`config.mk`:
```
export PLATFORM = sky130hd
export DESIGN_NAME = timer_prescaler_reload_solver_flat
export DESIGN_NICKNAME = d
export VERILOG_FILES = /design/src/rtl/tprs_pkg.sv /design/src/rtl/tprs_if.sv /design/src/rtl/timer_prescaler_reload_solver.sv /design/src/flat_wrapper.sv
export SDC_FILE = /design/constraint.sdc
export NUM_CORES = 1
export LEC_CHECK = 0
export BUFFER_PORTS_ARGS = -buffer_cell sky130_fd_sc_hd__buf_2
export CORE_ASPECT_RATIO = 0.75
export CORE_MARGIN = 2
export CORE_UTILIZATION = 35
export DETAILED_ROUTE_END_ITERATION = 8
export PLACE_DENSITY_LB_ADDON = 0.2
export SYNTH_ARGS = -nofsm -noshare
export SYNTH_HDL_FRONTEND = slang
export SYNTH_SLANG_ARGS = --single-unit
```
`constraint.sdc`:
```
create_clock -name clk_i -period 4.8 [get_ports clk_i]
set_clock_uncertainty 0.2 [all_clocks]
set_input_delay 0.72 -clock clk_i [delete_from_list [all_inputs] [get_ports clk_i]]
set_output_delay 0.72 -clock clk_i [all_outputs]
set_load 0.01 [all_outputs]
```
`src/rtl/tprs_pkg.sv`:
```
// shared widths, reset values and status codes of the prescaler and reload solver
package tprs_pkg;

  localparam int unsigned FreqW     = 32;
  localparam int unsigned ClockW    = 29;
  localparam int unsigned FieldW    = 16;
  localparam int unsigned DivisorW  = 48;
  localparam int unsigned DividendW = 33;
  localparam int unsigned ReloadW   = 30;
  localparam int unsigned CntW      = 6;
  localparam int unsigned AddrW     = 3;
  localparam int unsigned DataW     = 32;

  localparam logic [ClockW-1:0] ClockReset = 29'd275000000;
  localparam logic [CntW-1:0]   LastStep   = 6'd32;
  localparam logic [DividendW-1:0] RoundThreshold = 33'd5;
  localparam logic [FieldW-1:0] FieldMax   = 16'hFFFF;

  typedef enum logic [1:0] {
    ST_OK        = 2'd0,
    ST_ZERO_FREQ = 2'd1,
    ST_TOO_HIGH  = 2'd2
  } status_e;

endpackage

```
`src/rtl/tprs_if.sv`:
```
// valid/ready channel interfaces for frequency requests and solver results
interface tprs_in_if;
  logic                         valid;
  logic                         ready;
  logic [tprs_pkg::FreqW-1:0]   target_hz;

  modport source (output valid, output target_hz, input ready);
  modport sink   (input valid, input target_hz, output ready);
endinterface

interface tprs_out_if;
  logic                          valid;
  logic                          ready;
  logic [tprs_pkg::FieldW-1:0]   prescale_value;
  logic [tprs_pkg::FieldW-1:0]   reload_value;
  tprs_pkg::status_e             status;

  modport source (output valid, output prescale_value, output reload_value, output status,
                  input ready);
  modport sink   (input valid, input prescale_value, input reload_value, input status,
                  output ready);
endinterface

```
`src/rtl/timer_prescaler_reload_solver.sv`:
```
// prescaler and auto-reload search with bit-serial restoring division
//
//   channel   dir   word / access
//   in_i      sink  target_hz, 32 bits
//   out_o     src   prescale_value 16, reload_value 16, status 2
//   apb       slv   clock_hz at byte address 0, 29 bits, read back on prdata
//
// each prescaler tried takes 33 shift/subtract steps of the two
// dividers (clock and ten times clock, sharing one divisor) and one check
// a zero frequency goes straight to the result, without any division
// reset returns the clock register to 275000000 and drops any pending word
// a new word is taken while the previous result still waits on out_o
module timer_prescaler_reload_solver #(
  parameter longint unsigned RELOAD_LIMIT = 64'd65536
) (
  input  logic                          clk_i,
  input  logic                          rst_ni,
  tprs_in_if.sink                       in_i,
  tprs_out_if.source                    out_o,
  input  logic                          psel,
  input  logic                          penable,
  input  logic                          pwrite,
  input  logic [tprs_pkg::AddrW-1:0]    paddr,
  input  logic [tprs_pkg::DataW-1:0]    pwdata,
  output logic [tprs_pkg::DataW-1:0]    prdata,
  output logic                          pready
);

  localparam logic [32:0] LimitW = 33'(RELOAD_LIMIT);

  typedef enum logic [1:0] {S_IDLE, S_DIV, S_CHECK, S_DONE} state_e;

  state_e                           state_q, state_d;
  logic [tprs_pkg::ClockW-1:0]      clock_q;
  logic [tprs_pkg::FreqW-1:0]       freq_q, freq_d;
  logic [tprs_pkg::DivisorW-1:0]    div_q, div_d;
  logic [tprs_pkg::FieldW-1:0]      p_q, p_d;
  logic [tprs_pkg::CntW-1:0]        cnt_q, cnt_d;
  logic [tprs_pkg::DividendW-1:0]   shc_q, shc_d, sht_q, sht_d;
  logic [tprs_pkg::DividendW-1:0]   rc_q, rc_d, rt_q, rt_d;
  logic [tprs_pkg::ClockW-1:0]      quo_q, quo_d;
  logic [tprs_pkg::FieldW-1:0]      res_pre_q, res_pre_d, res_rel_q, res_rel_d;
  tprs_pkg::status_e                res_st_q, res_st_d;
  logic                             ov_q, ov_d;
  logic [tprs_pkg::FieldW-1:0]      o_pre_q, o_pre_d, o_rel_q, o_rel_d;
  tprs_pkg::status_e                o_st_q, o_st_d;

  logic [tprs_pkg::DividendW-1:0]   tenfold;
  logic [tprs_pkg::DividendW:0]     rc_sh, rt_sh, rc_sub, rt_sub;
  logic                             div_fits, c_ge, t_ge;
  logic [tprs_pkg::ReloadW-1:0]     reload, zb;
  logic                             reload_ok, out_free, cfg_wr;

  // configuration register
  assign cfg_wr = psel && penable && pwrite && !paddr[2];
  assign pready = 1'b1;
  assign prdata = paddr[2] ? '0 : {3'b000, clock_q};

  always_ff @(posedge clk_i or negedge rst_ni) begin
    if (!rst_ni) begin
      clock_q <= tprs_pkg::ClockReset;
    end else if (cfg_wr) begin
      clock_q <= pwdata[tprs_pkg::ClockW-1:0];
    end
  end

  // clock * 10 as (clock << 3) + (clock << 1)
  assign tenfold = 33'({clock_q, 3'b000}) + 33'({clock_q, 1'b0});

  // one restoring step for each dividend; partial remainders stay below 2^33
  assign rc_sh    = {rc_q, shc_q[tprs_pkg::DividendW-1]};
  assign rt_sh    = {rt_q, sht_q[tprs_pkg::DividendW-1]};
  assign div_fits = (div_q[tprs_pkg::DivisorW-1:34] == '0);
  assign c_ge     = div_fits && (rc_sh >= div_q[33:0]);
  assign t_ge     = div_fits && (rt_sh >= div_q[33:0]);
  assign rc_sub   = rc_sh - div_q[33:0];
  assign rt_sub   = rt_sh - div_q[33:0];

  assign reload    = {1'b0, quo_q} + 30'(rt_q >= tprs_pkg::RoundThreshold);
  assign zb        = reload - 30'd1;
  assign reload_ok = ({3'b000, reload} < LimitW);
  assign out_free  = !ov_q || out_o.ready;

  assign in_i.ready           = (state_q == S_IDLE);
  assign out_o.valid          = ov_q;
  assign out_o.prescale_value = o_pre_q;
  assign out_o.reload_value   = o_rel_q;
  assign out_o.status         = o_st_q;

  always_comb begin
    state_d   = state_q;
    freq_d    = freq_q;
    div_d     = div_q;
    p_d       = p_q;
    cnt_d     = cnt_q;
    shc_d     = shc_q;
    sht_d     = sht_q;
    rc_d      = rc_q;
    rt_d      = rt_q;
    quo_d     = quo_q;
    res_pre_d = res_pre_q;
    res_rel_d = res_rel_q;
    res_st_d  = res_st_q;
    ov_d      = ov_q;
    o_pre_d   = o_pre_q;
    o_rel_d   = o_rel_q;
    o_st_d    = o_st_q;

    if (ov_q && out_o.ready) begin
      ov_d = 1'b0;
    end

    unique case (state_q)
      S_IDLE: begin
        if (in_i.valid) begin
          freq_d = in_i.target_hz;
          if (in_i.target_hz == '0) begin
            res_pre_d = '0;
            res_rel_d = '0;
            res_st_d  = tprs_pkg::ST_ZERO_FREQ;
            state_d   = S_DONE;
          end else begin
            div_d   = {16'h0000, in_i.target_hz};
            p_d     = '0;
            shc_d   = {4'h0, clock_q};
            sht_d   = tenfold;
            rc_d    = '0;
            rt_d    = '0;
            quo_d   = '0;
            cnt_d   = '0;
            state_d = S_DIV;
          end
        end
      end
      S_DIV: begin
        shc_d = {shc_q[tprs_pkg::DividendW-2:0], 1'b0};
        sht_d = {sht_q[tprs_pkg::DividendW-2:0], 1'b0};
        rc_d  = c_ge ? rc_sub[tprs_pkg::DividendW-1:0] : rc_sh[tprs_pkg::DividendW-1:0];
        rt_d  = t_ge ? rt_sub[tprs_pkg::DividendW-1:0] : rt_sh[tprs_pkg::DividendW-1:0];
        quo_d = {quo_q[tprs_pkg::ClockW-2:0], c_ge};
        cnt_d = cnt_q + 6'd1;
        if (cnt_q == tprs_pkg::LastStep) begin
          state_d = S_CHECK;
        end
      end
      S_CHECK: begin
        if (reload_ok) begin
          if (reload == '0) begin
            res_pre_d = '0;
            res_rel_d = '0;
            res_st_d  = tprs_pkg::ST_TOO_HIGH;
          end else begin
            res_pre_d = p_q;
            res_rel_d = (zb[tprs_pkg::ReloadW-1:16] != '0) ? tprs_pkg::FieldMax
                                                           : zb[15:0];
            res_st_d  = tprs_pkg::ST_OK;
          end
          state_d = S_DONE;
        end else if (p_q == tprs_pkg::FieldMax) begin
          // search ran out: saturate
          res_pre_d = tprs_pkg::FieldMax;
          res_rel_d = tprs_pkg::FieldMax;
          res_st_d  = tprs_pkg::ST_OK;
          state_d   = S_DONE;
        end else begin
          p_d     = p_q + 16'd1;
          div_d   = div_q + {16'h0000, freq_q};
          shc_d   = {4'h0, clock_q};
          sht_d   = tenfold;
          rc_d    = '0;
          rt_d    = '0;
          quo_d   = '0;
          cnt_d   = '0;
          state_d = S_DIV;
        end
      end
      S_DONE: begin
        if (out_free) begin
          ov_d    = 1'b1;
          o_pre_d = res_pre_q;
          o_rel_d = res_rel_q;
          o_st_d  = res_st_q;
          state_d = S_IDLE;
        end
      end
      default: state_d = S_IDLE;
    endcase
  end

  always_ff @(posedge clk_i or negedge rst_ni) begin
    if (!rst_ni) begin
      state_q   <= S_IDLE;
      freq_q    <= '0;
      div_q     <= '0;
      p_q       <= '0;
      cnt_q     <= '0;
      shc_q     <= '0;
      sht_q     <= '0;
      rc_q      <= '0;
      rt_q      <= '0;
      quo_q     <= '0;
      res_pre_q <= '0;
      res_rel_q <= '0;
      res_st_q  <= tprs_pkg::ST_OK;
      ov_q      <= 1'b0;
      o_pre_q   <= '0;
      o_rel_q   <= '0;
      o_st_q    <= tprs_pkg::ST_OK;
    end else begin
      state_q   <= state_d;
      freq_q    <= freq_d;
      div_q     <= div_d;
      p_q       <= p_d;
      cnt_q     <= cnt_d;
      shc_q     <= shc_d;
      sht_q     <= sht_d;
      rc_q      <= rc_d;
      rt_q      <= rt_d;
      quo_q     <= quo_d;
      res_pre_q <= res_pre_d;
      res_rel_q <= res_rel_d;
      res_st_q  <= res_st_d;
      ov_q      <= ov_d;
      o_pre_q   <= o_pre_d;
      o_rel_q   <= o_rel_d;
      o_st_q    <= o_st_d;
    end
  end

  // step counter never runs past the last division step
  assert property (@(posedge clk_i) disable iff (!rst_ni)
    (state_q == S_DIV) |-> (cnt_q <= tprs_pkg::LastStep))
    else $error("division step counter overran");

  // a divisor of zero would make every step subtract
  assert property (@(posedge clk_i) disable iff (!rst_ni)
    (state_q == S_DIV) |-> (div_q != '0))
    else $error("zero divisor during division");

  // a zero frequency word is answered without any division
  assert property (@(posedge clk_i) disable iff (!rst_ni)
    (in_i.valid && in_i.ready && (in_i.target_hz == '0))
      |=> (state_q == S_DONE && res_st_q == tprs_pkg::ST_ZERO_FREQ))
    else $error("zero frequency not flagged");

  // error results carry zero prescaler and reload
  assert property (@(posedge clk_i) disable iff (!rst_ni)
    (ov_q && (o_st_q != tprs_pkg::ST_OK)) |-> (o_pre_q == '0 && o_rel_q == '0))
    else $error("error result with nonzero fields");

endmodule
```
`src/flat_wrapper.sv`:
```
// flat-port wrapper written by rule: the top's interface ports become plain ports
module timer_prescaler_reload_solver_flat 
#(
  parameter longint unsigned RELOAD_LIMIT = 64'd65536
)
  (clk_i, rst_ni, psel, penable, pwrite, paddr, pwdata, prdata, pready, in_i_valid, in_i_target_hz, in_i_ready, out_o_valid, out_o_prescale_value, out_o_reload_value, out_o_status, out_o_ready);
  tprs_in_if in_i_i ();
  tprs_out_if out_o_i ();
  input  logic clk_i;
  input  logic rst_ni;
  input  logic psel;
  input  logic penable;
  input  logic pwrite;
  input  logic [tprs_pkg::AddrW-1:0] paddr;
  input  logic [tprs_pkg::DataW-1:0] pwdata;
  output logic [tprs_pkg::DataW-1:0] prdata;
  output logic pready;
  input wire logic [$bits(in_i_i.valid)-1:0] in_i_valid;
  input wire logic [$bits(in_i_i.target_hz)-1:0] in_i_target_hz;
  output wire logic [$bits(in_i_i.ready)-1:0] in_i_ready;
  output wire logic [$bits(out_o_i.valid)-1:0] out_o_valid;
  output wire logic [$bits(out_o_i.prescale_value)-1:0] out_o_prescale_value;
  output wire logic [$bits(out_o_i.reload_value)-1:0] out_o_reload_value;
  output wire logic [$bits(out_o_i.status)-1:0] out_o_status;
  input wire logic [$bits(out_o_i.ready)-1:0] out_o_ready;
  assign in_i_i.valid = in_i_valid;
  assign in_i_i.target_hz = in_i_target_hz;
  assign in_i_ready = in_i_i.ready;
  assign out_o_valid = out_o_i.valid;
  assign out_o_prescale_value = out_o_i.prescale_value;
  assign out_o_reload_value = out_o_i.reload_value;
  assign out_o_status = out_o_i.status;
  assign out_o_i.ready = out_o_ready;
  timer_prescaler_reload_solver #(.RELOAD_LIMIT(RELOAD_LIMIT)) u_core (.clk_i(clk_i), .rst_ni(rst_ni), .in_i(in_i_i), .out_o(out_o_i), .psel(psel), .penable(penable), .pwrite(pwrite), .paddr(paddr), .pwdata(pwdata), .prdata(prdata), .pready(pready));
endmodule
```
==> results of run 1 <==
flip-flops by register name, summed over array words and instances (netlist names), 16 cells and up:
signal / count
u_core.res_pre_q: 16
u_core.quo_q: 29
u_core.rc_q: 33
u_core.freq_q: 32
u_core.rt_q: 33
u_core.res_rel_q: 16
u_core.clock_q: 29
u_core.shc_q: 33
u_core.out_o.prescale_value: 16
u_core.p_q: 16
u_core.sht_q: 30
u_core.div_q: 48
u_core.out_o.reload_value: 16
kinds of logic after synthesis:
group	Yosys count	share of synthesized area
muxes	161	0.07157
buffers and inverters	228	0.04012
DFF	360	0.3811
and+or+nand+nor	907	0.1804
other	2	0.0003173
AOI/OAI and AO/OA	724	0.2009
adders and majority gates	138	0.07422
xor gates and xnor gates	139	0.05143
area by class of cell:
| cell class | instances | area [µm²] |
|---|---|---|
| sequential | 360 | 9020 |
| inverter | 87 | 326.6 |
| clock buffer | 59 | 1299 |
| multi-input combinational | 2075 | 13880 |
| tap | 882 | 1104 |
| clock inverter | 18 | 231.5 |
| timing repair buffer | 220 | 1494 |
| fill | 6672 | 39540 |
power breakdown:
part / switching, µW / internal (µW)
Combinational: 6900 / 5010
Sequential: 979 / 4240
Clock: 1440 / 2120
metrics by stage:
step	setup WS (ns)	instances	cell area, µm²
after floorplan	0.8883	2661	23680
after global placement	0.01699	3616	25650
after detailed placement	-0.004863	3616	25650
after CTS	0.08801	3694	27190
after global routing	-0.002102	3701	27360
final	0.2271	3701	27360
worst max-delay path, stage by stage, from the launching register on:
cell	delay [ns]
dfrtp_1	0.43
nor4_1	0.40
nand2_1	0.12
nor2_2	0.19
nand4_1	0.17
buf_4	0.20
ha_1	0.20
ha_1	0.20
buf_4	0.14
a21bo_2	0.20
nor4_1	0.18
o21ai_0	0.15
o22ai_1	0.18
nand4_1	0.24
or3_4	0.48
o211ai_4	0.22
buf_4	0.17
a31oi_4	0.07
a221o_1	0.30
cell usage in the layout (no fill, tap or decap), drive strengths merged, types with 66 or more instances in the layout:
cell / netlist / layout
mux2: 66 / 66
nand2: 379 / 379
nor2: 166 / 166
ha: 134 / 134
a21oi: 160 / 160
mux2i: 95 / 95
inv: 87 / 90
buf: 49 / 219
xnor2: 86 / 86
dfrtp: 351 / 351
o21ai: 201 / 201
timing repair:
action,CTS,global route
gates cloned,0,2
setup endpoints to repair,3,228
buffers inserted,0,5
pin swaps,0,8
hold buffers,1,0
endpoints found under the hold margin,25,0
resized for setup,1,17
metal layers:
metal | track usage | vias to the layer above | part of all wire
met5 | 0 | - | 0
met4 | 0.05368 | 0 | 0.026
met3 | 0.03081 | 100 | 0.050
met2 | 0.2750 | 445 | 0.42
met1 | 0.2836 | 9699 | 0.51
li1 | - | 9843 | -
Yosys cell counts (all sizes together), types with 14 or more instances:
library cell / instances
nand4: 42
xnor2: 86
dfrtp: 351
xor2: 53
and2: 15
nand3: 65
ha: 134
o31ai: 14
buf: 49
mux2: 66
nand2: 379
a221o: 18
o211ai: 16
nor4: 31
nor2b: 45
a31oi: 36
nor2: 166
a21oi: 160
clkbuf: 92
a22o: 37
o21bai: 14
inv: 87
nand2b: 42
a211oi: 46
o21ai: 201
mux2i: 95
and3: 22
a21o: 60
nor3: 49
o21a: 14
worst min-delay path by stage:
stage | to | slack [ns] | cells after the start
floorplan | u_core.clock_q[0] | 0.22 | 0
global placement | u_core.shc_q[12] | 0.26 | 2
detailed placement | u_core.res_pre_q[3] | 0.27 | 2
CTS | u_core.clock_q[21] | 0.12 | 2
global route | u_core.clock_q[8] | 0.14 | 2
finish | u_core.freq_q[2] | 0.16 | 3
==> flow_summary_export.csv, run 1 <==
group,metric,value,unit
outcome,status,"completed",
sta,hold_viol_final,0,
sta,setup_violations,0,
power,ir_worst_vdd,357.1,µV
grt,grt_overflow,0,
run,drv_cap,0,
critical_path,cp.required,5.08,ns
layout,fin_nets,3000,
synthesis,syn_inst,2659,
power,power,20690,µW
clock_network,path_clk_slew,0.06,ns
critical_path,reg2reg_to,"u_core.res_rel_q[8]",
clock_network,clockRootBuffer,"clkbuf_16",
sta,fin_crit_sh,0.9527,
layout,num_antenna_cells,0,
floorplan,fp.dieArea,69750,µm²
sta,setup-tns-final,0,ns
floorplan,fp-row-count,82,
layout,area_growth,15.58,%
synthesis,synthFlopType,"dfrtp_1",
layout,utilization,0.4090,
placed_design,dp_hpwl,48070,µm
grt,antenna_found_initial,0,
critical_path,reg2reg_depth,18,
critical_path,reg2reg_slack,0.23,ns
clock_network,htreeDepth,2,
grt,grt_pass1_wl,107400,µm
clock_network,clockBufferDepth,3,
worst_hold_path,min_from,"in_i_target_hz[2]",
synthesis,synth_cell_types,89,
floorplan,die_w,304.3,µm
floorplan,core,66890,µm²
sta,tightest_slew,1.021,ns
power,power_density,756.2,nW/µm²
drt,drtIter0Drc,1634,
critical_path,endpoint,"u_core.res_rel_q[8]",
power,leakage,0.01267,µW
worst_hold_path,worstHoldPathType,"in2reg",
sta,fmaxAchievable,0.2187,GHz
grt,grt_pass1_vias,19325,
clock_network,insertion_delay,0.60,ns
critical_path,cp_max_fo,8,
synthesis,ys_ff_latch,360,
synthesis,ys.warnings.count,0,
critical_path,cp_data_arrival_time,4.85,ns
critical_path,start_kind,"register",
synthesis,synthArstFlopShare,1.000,
clock_network,cts_tree,"built",
floorplan,boundaryPins,143,
sta,post-route-min-period,4.573,ns
synthesis,syn_area,23670,µm²
synthesis,seq_area_frac_synth,0.3811,
clock_network,numClockSinks,360,
critical_path,worst-setup-path-type,"reg2reg",
floorplan,start_util,0.3538,
sta,report.final.slew_viol_count,0,
grt,grt_max_degree,100,
placed_design,port_buffers,133,
drt,post_drt_wl_per_cell,18.06,µm
synthesis,yosys.area.top_type,"dfrtp_1",
grt,grtUsageTotal,0.1881,
synthesis,synthTopCellsByArea,"dfrtp_1 37%, ha_1 7.1%, nand2_1 6.0%",
clock_network,numCtsBuffers,44,
sta,slew_headroom,0.3179,
sta,whs,0.1585,ns
critical_path,r2r_start,"u_core.rt_q[8]",
drt,routed-via-count,20087,
layout,drive_gt1_frac,0.1504,
drt,vias_per_cell,5.427,
drt,ant_nets,0,
placed_design,gp_congestion,0.8751,
drt,drtPass1Iterations,6,
critical_path,end_kind,"register",
drt,drcViolationCount,0,
synthesis,synth_edf_count,0,
critical_path,critPathLaunch,"u_core.rt_q[8]",
floorplan,die_height,229.2,µm
drt,wl,66850,µm
synthesis,synth_top_area_frac,0.3711,
synthesis,syn_area_per_cell,8.902,µm²
Power figures use the tool's default switching activity.
==> run 2: changes to the inputs <==
- CORE_UTILIZATION: 35 -> 47
==> run 2 against run 1 <==
  * Worst setup slack better by 0.11 ns
  * Total power down 2.8%
  * Largest cell class unchanged
  * Count of clock-buffer cells in the layout up 2
  * Design area down 2.3%
  * Critical path depth down 1
  * Die area down 25%
  * Core utilization up 13 points
  * Routed wire length down 5.7%
  * Clock power down 11%
  * Largest power group unchanged
  * Fmax up 2.4%
  * Cell count down 6.4%
  * Combinational power about the same
==> flow_summary_export.csv, run 2 (synthesized netlist as in run 1, its figures left out) <==
group,metric,value,unit
outcome,status,"completed",
layout,area_growth,12.96,%
drt,ant_nets,0,
floorplan,boundaryPins,143,
drt,vias_per_cell,5.851,
sta,worst_slack,0.3336,ns
sta,fmaxAchievable,0.2239,GHz
layout,stdcell_area,26740,µm²
power,leakage,0.01254,µW
layout,num_antenna_cells,0,
grt,grtUsageTotal,0.2423,
grt,grt_pass1_vias,19791,
sta,fin_crit_sh,0.9305,
floorplan,fp.dieArea,52190,µm²
clock_network,path_clk_slew,0.06,ns
clock_network,insertion_delay,0.57,ns
drt,routed-via-count,20269,
power,clockPowerShare,0.157,
sta,slew_headroom,0.4547,
power,p_seq_frac,0.259,
drt,drtIter0Drc,1425,
clock_network,cts_tree,"built",
power,ir_worst_vdd,486.9,µV
placed_design,pre_cts_ws,-0.2627,ns
clock_network,clockBufferDepth,3,
drt,post_drt_wl_per_cell,18.20,µm
placed_design,port_buffers,133,
clock_network,numClockSinks,360,
clock_network,clockRootBuffer,"clkbuf_16",
power,power_density,752.0,nW/µm²
drt,drcViolationCount,0,
clock_network,htreeDepth,2,
grt,antenna_found_initial,3,
placed_design,place_area,25380,µm²
floorplan,core,49930,µm²
grt,grt_pass1_wl,103600,µm
sta,hold_viol_final,0,
layout,fin_nets,2992,
critical_path,r2r_start,"u_core.rt_q[5]",
worst_hold_path,worstHoldPathType,"in2async",
layout,final_cells,3464,
layout,drive_gt1_frac,0.1404,
sta,post-route-min-period,4.466,ns
layout,final_cell_mix,"379 x nand2_1, 351 x dfrtp_1, 198 x o21ai_0, 164 x nor2_1, 160 x a21oi_1",
placed_design,gp_congestion,0.9336,
power,p_sw,9056,µW
sta,report.final.slew_viol_count,0,
critical_path,cp_max_fo,16,
floorplan,die_w,263.1,µm
critical_path,cp_data_arrival_time,4.70,ns
sta,setup_violations,0,
floorplan,die_height,198.4,µm
clock_network,hold_buffers,0,
power,swShare,0.4504,
critical_path,start_kind,"register",
power,p_int,11050,µW
clock_network,post_cts_buffers,0,
sta,rsz0062_at_grt,"no",
floorplan,fp-row-count,71,
layout,largest_register,"u_core.div_q",
layout,final_common_cell,"nand2_1",
power,power,20110,µW
run,drv_cap,0,
layout,utilization,0.5355,
grt,grt_overflow,0,
critical_path,reg2reg_depth,17,
placed_design,dp_hpwl,45780,µm
critical_path,worst-setup-path-type,"reg2reg",
critical_path,end_kind,"register",
floorplan,start_util,0.4741,
placed_design,post-place-cells,3395,
sta,tightest_slew,0.8180,ns
critical_path,cp.required,5.04,ns
clock_network,numCtsBuffers,40,
critical_path,critPathLaunch,"u_core.rt_q[5]",
layout,largest_reg_flops,48,
grt,grt_max_degree,105,
drt,wl,63040,µm
power,p_comb_frac,0.584,
drt,drtPass1Iterations,6,
run 2: cell count changes in the layout (fill, tap and decap cells not counted), sizes merged:
cell / previous run / this run
a31oi: 37 / 36
buf: 219 / 218
bufinv: 4 / 3
clkbuf: 59 / 61
clkinv: 8 / 3
clkinvlp: 3 / 1
dlygate4sd3: 1 / 0
inv: 90 / 88
o21a: 15 / 14
run 2: worst max-delay path, stage by stage (launching register included):
cell	delay (ns)
dfrtp_1	0.43
nor4_2	0.32
nand4_1	0.14
nor2_1	0.17
nand4_1	0.28
ha_1	0.32
ha_1	0.24
nand4_1	0.21
nor4_1	0.13
xor2_1	0.18
nor3_1	0.24
nand4_1	0.22
o41a_1	0.46
o22ai_1	0.13
buf_4	0.15
a31oi_4	0.09
buf_12	0.17
a221o_1	0.26
run 2: layout make-up:
type	count	area, µm²
Clock buffer	61	1192
Clock inverter	8	132.6
Fill cell	4642	23190
Inverter	87	326.6
Multi-Input combinational cell	2073	13780
Sequential cell	360	9020
Tap cell	657	822.0
Timing Repair Buffer	218	1464
run 2: repair_timing:
| action | in CTS | in global routing |
|---|---|---|
| setup endpoints to repair | 28 | 183 |
| gates resized for setup | 1 | 5 |
| pin swaps | 0 | 0 |
run 2: path summary, 6_finish.rpt:
kind | endpoint | slack, ns
worst min-delay path | u_core.shc_q[19] | 0.03
max in group asynchronous | u_core.res_rel_q[12] | 3.26
worst max register to register | u_core.res_rel_q[14] | 0.33
min in group clk_i | u_core.freq_q[18] | 0.18
worst min register to register | u_core.sht_q[20] | 0.27
worst max-delay path | u_core.res_rel_q[14] | 0.33
run 2: power groups by stage:
stage	combinational, µW	sequential, µW	clock [µW]
floorplan	8770	4910	0
global placement	11300	5180	0
detailed placement	11600	5230	0
CTS	11700	5190	3250
global route	13100	5370	3360
finish	11700	5210	3160
run 2: routing by layer:
metal | up-vias | GRT usage | wire length, µm
met4 | 6 | 0.07048 | 1528
met3 | 101 | 0.03855 | 3370
met5 | - | 0 | 32
li1 | 9835 | - | -
met1 | 9813 | 0.3393 | 30110
met2 | 514 | 0.3885 | 28000
run 2: through the flow:
step,hold WS (ns),setup TNS (ns)
finish,0.03401,0
global route,0.09411,0
floorplan,0.2244,0
detailed placement,0.2684,-4.891
CTS,0.05237,0
global placement,0.2588,-2.435
